File: src/hw/rtl/salsu_pkg.sv
package salsu_pkg;

    localparam int DATA_W    = 32;
    localparam int MEM_BYTES = 4096;
    localparam int ADDR_W    = $clog2(MEM_BYTES);
    localparam int LANES     = 4;
    localparam int ROWS      = MEM_BYTES / LANES;
    localparam int ROW_W     = ADDR_W - 2;
    localparam int LUI_SHIFT = 16;
    localparam int S_TDATA_W = 112;
    localparam int M_TDATA_W = 40;

    typedef enum logic [3:0] {
        MODE_ADD    = 4'd0,
        MODE_SUB    = 4'd1,
        MODE_MUL    = 4'd2,
        MODE_DIV    = 4'd3,
        MODE_SLL    = 4'd4,
        MODE_SRL    = 4'd5,
        MODE_SRA    = 4'd6,
        MODE_MOD    = 4'd7,
        MODE_MIN    = 4'd8,
        MODE_LUI    = 4'd9,
        MODE_LOAD   = 4'd10,
        MODE_ASSIGN = 4'd11,
        MODE_STORE  = 4'd12
    } t_mode;

    typedef enum logic [2:0] {
        S_CLEAR,
        S_IDLE,
        S_EXEC,
        S_DIV,
        S_LOAD,
        S_DONE
    } t_state;

    typedef struct packed {
        logic                en;
        logic                we;
        logic [ADDR_W-1:0]   addr;
        logic [DATA_W-1:0]   wdata;
    } t_mem_req;

    typedef struct packed {
        logic                clearing;
        logic [DATA_W-1:0]   rdata;
    } t_mem_rsp;

    typedef struct packed {
        logic                start;
        logic [DATA_W-1:0]   dividend;
        logic [DATA_W-1:0]   divisor;
    } t_div_req;

    typedef struct packed {
        logic                done;
        logic [DATA_W-1:0]   quot;
        logic [DATA_W-1:0]   rem;
    } t_div_rsp;

endpackage

File: src/hw/rtl/salsu_div.sv
module salsu_div (
    input  logic                i_clk,
    input  logic                i_rst_n,
    input  salsu_pkg::t_div_req i_req,
    output salsu_pkg::t_div_rsp o_rsp
);

    localparam int CNT_W = $clog2(salsu_pkg::DATA_W);

    logic                          r_busy;
    logic                          r_fix;
    logic                          r_done;
    logic [CNT_W-1:0]              r_cnt;
    logic [salsu_pkg::DATA_W-1:0]  r_rem;
    logic [salsu_pkg::DATA_W-1:0]  r_quo;
    logic [salsu_pkg::DATA_W-1:0]  r_dvs;
    logic                          r_neg_q;
    logic                          r_neg_r;

    logic [salsu_pkg::DATA_W-1:0]  abs_a;
    logic [salsu_pkg::DATA_W-1:0]  abs_b;
    logic [salsu_pkg::DATA_W:0]    shifted;
    logic [salsu_pkg::DATA_W:0]    diff;

    assign abs_a   = i_req.dividend[salsu_pkg::DATA_W-1] ? -i_req.dividend : i_req.dividend;
    assign abs_b   = i_req.divisor[salsu_pkg::DATA_W-1]  ? -i_req.divisor  : i_req.divisor;
    assign shifted = {r_rem, r_quo[salsu_pkg::DATA_W-1]};
    assign diff    = shifted - {1'b0, r_dvs};

    // control
    always_ff @(posedge i_clk) begin
        if (!i_rst_n) begin
            r_busy <= 1'b0;
            r_fix  <= 1'b0;
            r_done <= 1'b0;
            r_cnt  <= '0;
        end else begin
            r_done <= r_fix;
            r_fix  <= 1'b0;
            if (i_req.start) begin
                r_busy <= 1'b1;
                r_cnt  <= '0;
            end else if (r_busy) begin
                r_cnt <= r_cnt + 1'b1;
                if (&r_cnt) begin
                    r_busy <= 1'b0;
                    r_fix  <= 1'b1;
                end
            end
        end
    end

    // one quotient bit per cycle on magnitudes, sign fixed at the end
    always_ff @(posedge i_clk) begin
        if (i_req.start) begin
            r_rem   <= '0;
            r_quo   <= abs_a;
            r_dvs   <= abs_b;
            r_neg_q <= i_req.dividend[salsu_pkg::DATA_W-1] ^ i_req.divisor[salsu_pkg::DATA_W-1];
            r_neg_r <= i_req.dividend[salsu_pkg::DATA_W-1];
        end else if (r_busy) begin
            r_rem <= diff[salsu_pkg::DATA_W] ? shifted[salsu_pkg::DATA_W-1:0]
                                             : diff[salsu_pkg::DATA_W-1:0];
            r_quo <= {r_quo[salsu_pkg::DATA_W-2:0], ~diff[salsu_pkg::DATA_W]};
        end else if (r_fix) begin
            r_quo <= r_neg_q ? -r_quo : r_quo;
            r_rem <= r_neg_r ? -r_rem : r_rem;
        end
    end

    assign o_rsp.done = r_done;
    assign o_rsp.quot = r_quo;
    assign o_rsp.rem  = r_rem;

endmodule

File: config.mk
export PLATFORM = sky130hd
export DESIGN_NAME = salsu_div
export DESIGN_NICKNAME = d
export VERILOG_FILES = /design/src/hw/rtl/salsu_pkg.sv /design/src/hw/rtl/salsu_div.sv
export SDC_FILE = /design/constraint.sdc
export NUM_CORES = 1
export LEC_CHECK = 0
export BUFFER_PORTS_ARGS = -buffer_cell sky130_fd_sc_hd__buf_2
export CORE_UTILIZATION = 30
export DETAILED_ROUTE_END_ITERATION = 8
export HOLD_SLACK_MARGIN = 0.02
export PLACE_DENSITY = 0.51
export SLEW_MARGIN = 20
export SYNTH_ARGS = -nofsm -noshare
export SYNTH_HDL_FRONTEND = slang
export SYNTH_SLANG_ARGS = --single-unit
export TNS_END_PERCENT = 1
File: constraint.sdc
create_clock -name i_clk -period 5.62 [get_ports i_clk]
set_input_delay 0.281 -clock i_clk [delete_from_list [all_inputs] [get_ports i_clk]]
set_output_delay 0.281 -clock i_clk [all_outputs]
set_load 0.05 [all_outputs]
* Word-level counts from Yosys, hierarchy flattened
Index checks and enable logic that the tools add are counted.
** Word-level totals
- Flip-flop bits (word level) :: 106
- Bits of input ports :: 67
- Word-level logic and storage cells :: 43
** Operators by class
- Add/sub/neg operators :: 6
- Multiplexer cells :: 14
- Bitwise operators :: 4
- Reduce and logical (&&, ||, !) cells :: 9
** Operators by type and width (count)
- 32-bit two-way mux :: 9
- 32-bit negator :: 4
- 33-bit by 32-bit subtractor with 33-bit output :: 1
- 31-bit two-way mux :: 1
- 3-bit nonzero test :: 2
- 5-bit by 1-bit adder with 5-bit output (second input constant) :: 1
- 5-bit AND reduction :: 1
- 1-bit two-way mux :: 4
- 2-bit AND reduction :: 2
- 2-bit nonzero test :: 2
- 1-bit NOT :: 3
- 3-bit OR reduction :: 1
- 2-bit OR reduction :: 1
- 1-bit XOR :: 1

* Longest topological paths before layout
- Word-level depth :: 5
- Gate-level depth with buffers :: 14

* Worst setup path before layout
Ideal clock, no wire load.
- Kind :: reg2reg
- Start :: register r_quo[31] (netlist bit)
- End :: register r_rem[25] (netlist bit)
- Setup time :: 0.116 ns
- Arrival time :: 3.509 ns
- Required time :: 5.504 ns
- Setup slack :: 1.995 ns
- Cell stages (with the launch flop) :: 14
- Path buffers :: 2
- Period minus slack after synthesis :: 3.625 ns
- Path through :: edfxtp_1 -> inv_1 -> ha_1 -> fa_1 -> nand2b_1 -> a21oi_1 -> o31ai_1 -> a31oi_1 -> mux2i_1 -> or2_0 -> clkbuf_1 -> clkbuf_1 -> o32ai_1 -> a31o_2
** On the way
- Longest elaborated chain between the ends :: 3
** RTL lines
- start: declaration :: RTL line salsu_div.sv:15 : logic [salsu_pkg::DATA_W-1:0] r_quo;
- start signal: assignment :: RTL line salsu_div.sv:57 : r_quo <= abs_a;
- start signal: assignment :: RTL line salsu_div.sv:64 : r_quo <= {r_quo[salsu_pkg::DATA_W-2:0], ~diff[salsu_pkg::DATA_W]};
- start signal: assignment :: RTL line salsu_div.sv:66 : r_quo <= r_neg_q ? -r_quo : r_quo;
- 33-bit by 32-bit subtractor with 33-bit output :: RTL line salsu_div.sv:28 : assign diff = shifted - {1'b0, r_dvs};
- 32-bit two-way mux :: RTL line salsu_div.sv:62 : r_rem <= diff[salsu_pkg::DATA_W] ? shifted[salsu_pkg::DATA_W-1:0]
- 32-bit two-way mux :: RTL line salsu_div.sv:61 : end else if (r_busy) begin
- end signal: assignment :: RTL line salsu_div.sv:62
- end signal: assignment :: RTL line salsu_div.sv:67 : r_rem <= r_neg_r ? -r_rem : r_rem;
- end: declaration :: RTL line salsu_div.sv:14 : logic [salsu_pkg::DATA_W-1:0] r_rem;
Every way passes these cells.
A chain may end at the register's enable or synchronous reset.

* Final worst setup path
- Start :: register r_quo[31] (netlist bit)
- End :: register r_rem[28] (netlist bit)
Same word-level chain as after synthesis.

==> flow_summary.json <==
{
  "root_buffer": "clkbuf_16",
  "pwr-share-comb_pct": 36.2,
  "relSlewSlack_pct": 35.8,
  "drtAntennaViolNets": 0,
  "dp_slack_ns": 1.96,
  "p_switching_uw": 1050,
  "avgSynthCellArea_um2": 8.08,
  "worst_slack_ns": 2.00,
  "netlist-cell-type-count": 68,
  "vias": 8388,
  "cts_inserted_buffers": 9,
  "drt_iter0_markers": 596,
  "min_period_over_period_pct": 64.3,
  "first_global_vias": 7658,
  "crit_arrival_ns": 3.87,
  "clock_power_share_pct": 25.1,
  "rsz0062_at_grt": "no",
  "htreeDepth": 3,
  "fin_crit_ns": 3.62,
  "setup_viol": 0,
  "startpoint_type": "flip-flop",
  "synth_commonest_cells": "nand2_1, nor2_1, o21ai_0, xnor2_1, a21oi_1",
  "row_count": 62,
  "ys_async_sr_fraction_pct": 0,
  "cap_violations": 0,
  "dp_hpwl_um": 19500,
  "grt_max_degree": 90,
  "io_buffers": 131,
  "drive_above_1_share_pct": 14.4,
  "routed_via_density": 5.31,
  "clk-insertion-delay-late_ns": 0.36,
  "cp.required_ns": 5.88,
  "synthTopCellsByArea": "edfxtp_1, dfxtp_1, xnor2_1",
  "synth.most_common_cell": "nand2_1",
  "wl_per_cell_um": 16.5,
  "max_freq_mhz": 277,
  "grt_overflow_total": 0,
  "yosysTopAreaCell": "edfxtp_1",
  "clock-sinks": 106,
  "wirelength_um": 26000,
  "fp.dieH_um": 174,
  "grt_pass1_wl_um": 42200,
  "p_int_uw": 1580,
  "place_congestion": 0.873,
  "clk_path_buf_depth": 2,
  "worstSetupEndpointType": "flip-flop",
  "synth_top_area_share_pct": 22.4,
  "outcome": "complete, no violations",
  "fin_tns_setup_ns": 0,
  "io_pins": 132,
  "ir_drop_mv": 0.140,
  "ctsHoldBuffers": 0,
  "p_per_area_nw_per_um2": 259,
  "hold_violations": 0,
  "finalPower_uw": 2630,
  "start_util_pct": 30.7,
  "cts_setup_buffers": 0,
  "cts_resized": 0,
  "synthCells": 1095,
  "antenna_cells": 0,
  "pwr-share-seq_pct": 38.7,
  "cts_tree": "built",
  "nets": 1297,
  "synth_fp_nets": 1201,
  "hp-class": "input pin to flip-flop",
  "drcViolationCount": 0,
  "dr.pass1.iters": 5,
  "area_delta_synth_final_pct": 14.5,
  "slew_violations": 0,
  "whs_path_depth": 2,
  "tightest_slew_ns": 0.964,
  "synth_seq_area_share_pct": 31.4,
  "synth-edff-count": 66,
  "holdWs_ns": 0.166,
  "leakage_uw": 0.00411,
  "ys_seq_elements": 106,
  "finClkSkew_ns": 0.0104,
  "critPathMaxFanout": 32,
  "coreArea_um2": 28900,
  "syn-cell-area_um2": 8850,
  "ys.flop_type": "edfxtp_1",
  "worstRegToRegCells": 12,
  "yosys_warnings": 0,
  "path_class": "flip-flop to flip-flop",
  "antenna_found_initial": 0,
  "netSwitchingFraction_pct": 39.8,
  "grt_usage_pct": 17.2,
  "fp.dieW_um": 174,
  "die_area_um2": 30200,
  "clk_pin_slew_worst_paths_ns": 0.08
}
-- cells in the final DEF (no fill, tap or decap), drive strengths merged, types with 4 or more instances in the layout --
| cell | count |
|---|---|
| or3 | 15 |
| edfxtp | 66 |
| o32ai | 6 |
| a31oi | 13 |
| inv | 67 |
| o311ai | 10 |
| nor3 | 40 |
| nor2 | 98 |
| o22ai | 4 |
| a211oi | 16 |
| nand3 | 17 |
| a311oi | 23 |
| and2 | 8 |
| mux2i | 7 |
| nand2 | 129 |
| clkbuf | 10 |
| o21a | 8 |
| a31o | 4 |
| ha | 38 |
| nand2b | 13 |
| a21boi | 4 |
| o31ai | 23 |
| a21o | 17 |
| nor4 | 13 |
| and3 | 11 |
| a21oi | 70 |
| o41ai | 12 |
| nor2b | 5 |
| xor2 | 47 |
| or2 | 4 |
| o31a | 4 |
| o211ai | 7 |
| nand4 | 8 |
| dfxtp | 40 |
| o21ai | 74 |
| o21bai | 5 |
| or4 | 14 |
| buf | 138 |
| xnor2 | 73 |
-- metrics by stage --
| stage | util [%] | area (µm²) | cells |
|---|---|---|---|
| final | 35.1 | 10100 | 1580 |
| after global routing | 35.1 | 10100 | 1580 |
| after detailed placement | 34.1 | 9840 | 1564 |
| after floorplan | - | 8850 | 1095 |
| after global placement | 34.1 | 9840 | 1564 |
| after CTS | 35.1 | 10100 | 1580 |
-- state kept, by name, summed over array words and instances, names as in the netlist --
signal and count:
r_cnt 5, r_done 1, r_fix 1, r_neg_r 1, r_busy 1, r_quo 32
r_neg_q 1, r_dvs 32, r_rem 32
-- worst paths after layout --
| check | start | slack (ns) | endpoint |
|---|---|---|---|
| setup reg to reg | r_quo[31] | 2.00 | r_rem[28] |
| hold / removal | i_rst_n | 0.17 | r_busy |
| hold reg to reg | r_cnt[4] | 0.51 | r_cnt[4] |
| setup / recovery | r_quo[31] | 2.00 | r_rem[28] |
-- worst max-delay path, cell delays in order (launching register included) --
cell and delay [ns]:
edfxtp_1 0.43, inv_1 0.15, ha_1 0.22, fa_1 0.20, nand2b_1 0.15, a21oi_1 0.12
o31ai_1 0.58, a31oi_1 0.21, mux2i_1 0.19, buf_4 0.18, or2_2 0.56, nand4_1 0.21
a311oi_1 0.30
-- cell families after synthesis --
| logic type | Yosys count | share of synthesized area (%) |
|---|---|---|
| compound gates | 321 | 24.3 |
| xor+xnor | 120 | 11.9 |
| fa+ha+maj | 39 | 5.60 |
| buf+inv | 118 | 5.05 |
| flops | 106 | 31.4 |
| mux | 7 | 0.792 |
| simple gates | 384 | 20.9 |
-- power by group through the flow --
stage,clock network [µW],registers (µW),logic [µW]
global route,708,1030,1040
CTS,683,1020,954
detailed placement,0,1030,950
finish,659,1020,952
global placement,0,1030,956
floorplan,0,1170,539
-- layout make-up --
type | instances | area [µm²]
multi-input cells | 871 | 5620
well taps | 384 | 480
clock buffers | 10 | 229
clock inverters | 6 | 65.1
repair buffers | 138 | 711
fillers | 3097 | 18700
inverters | 65 | 244
flip-flops and latches | 106 | 2790
-- routing by layer --
layer | track usage, % | routed length, µm
met2 | 27.2 | 11500
met3 | 3.18 | 1570
met4 | 2.56 | 178
met1 | 24.7 | 12800
met5 | 0 | 0
Note: power is estimated with default switching activity, not from simulation.
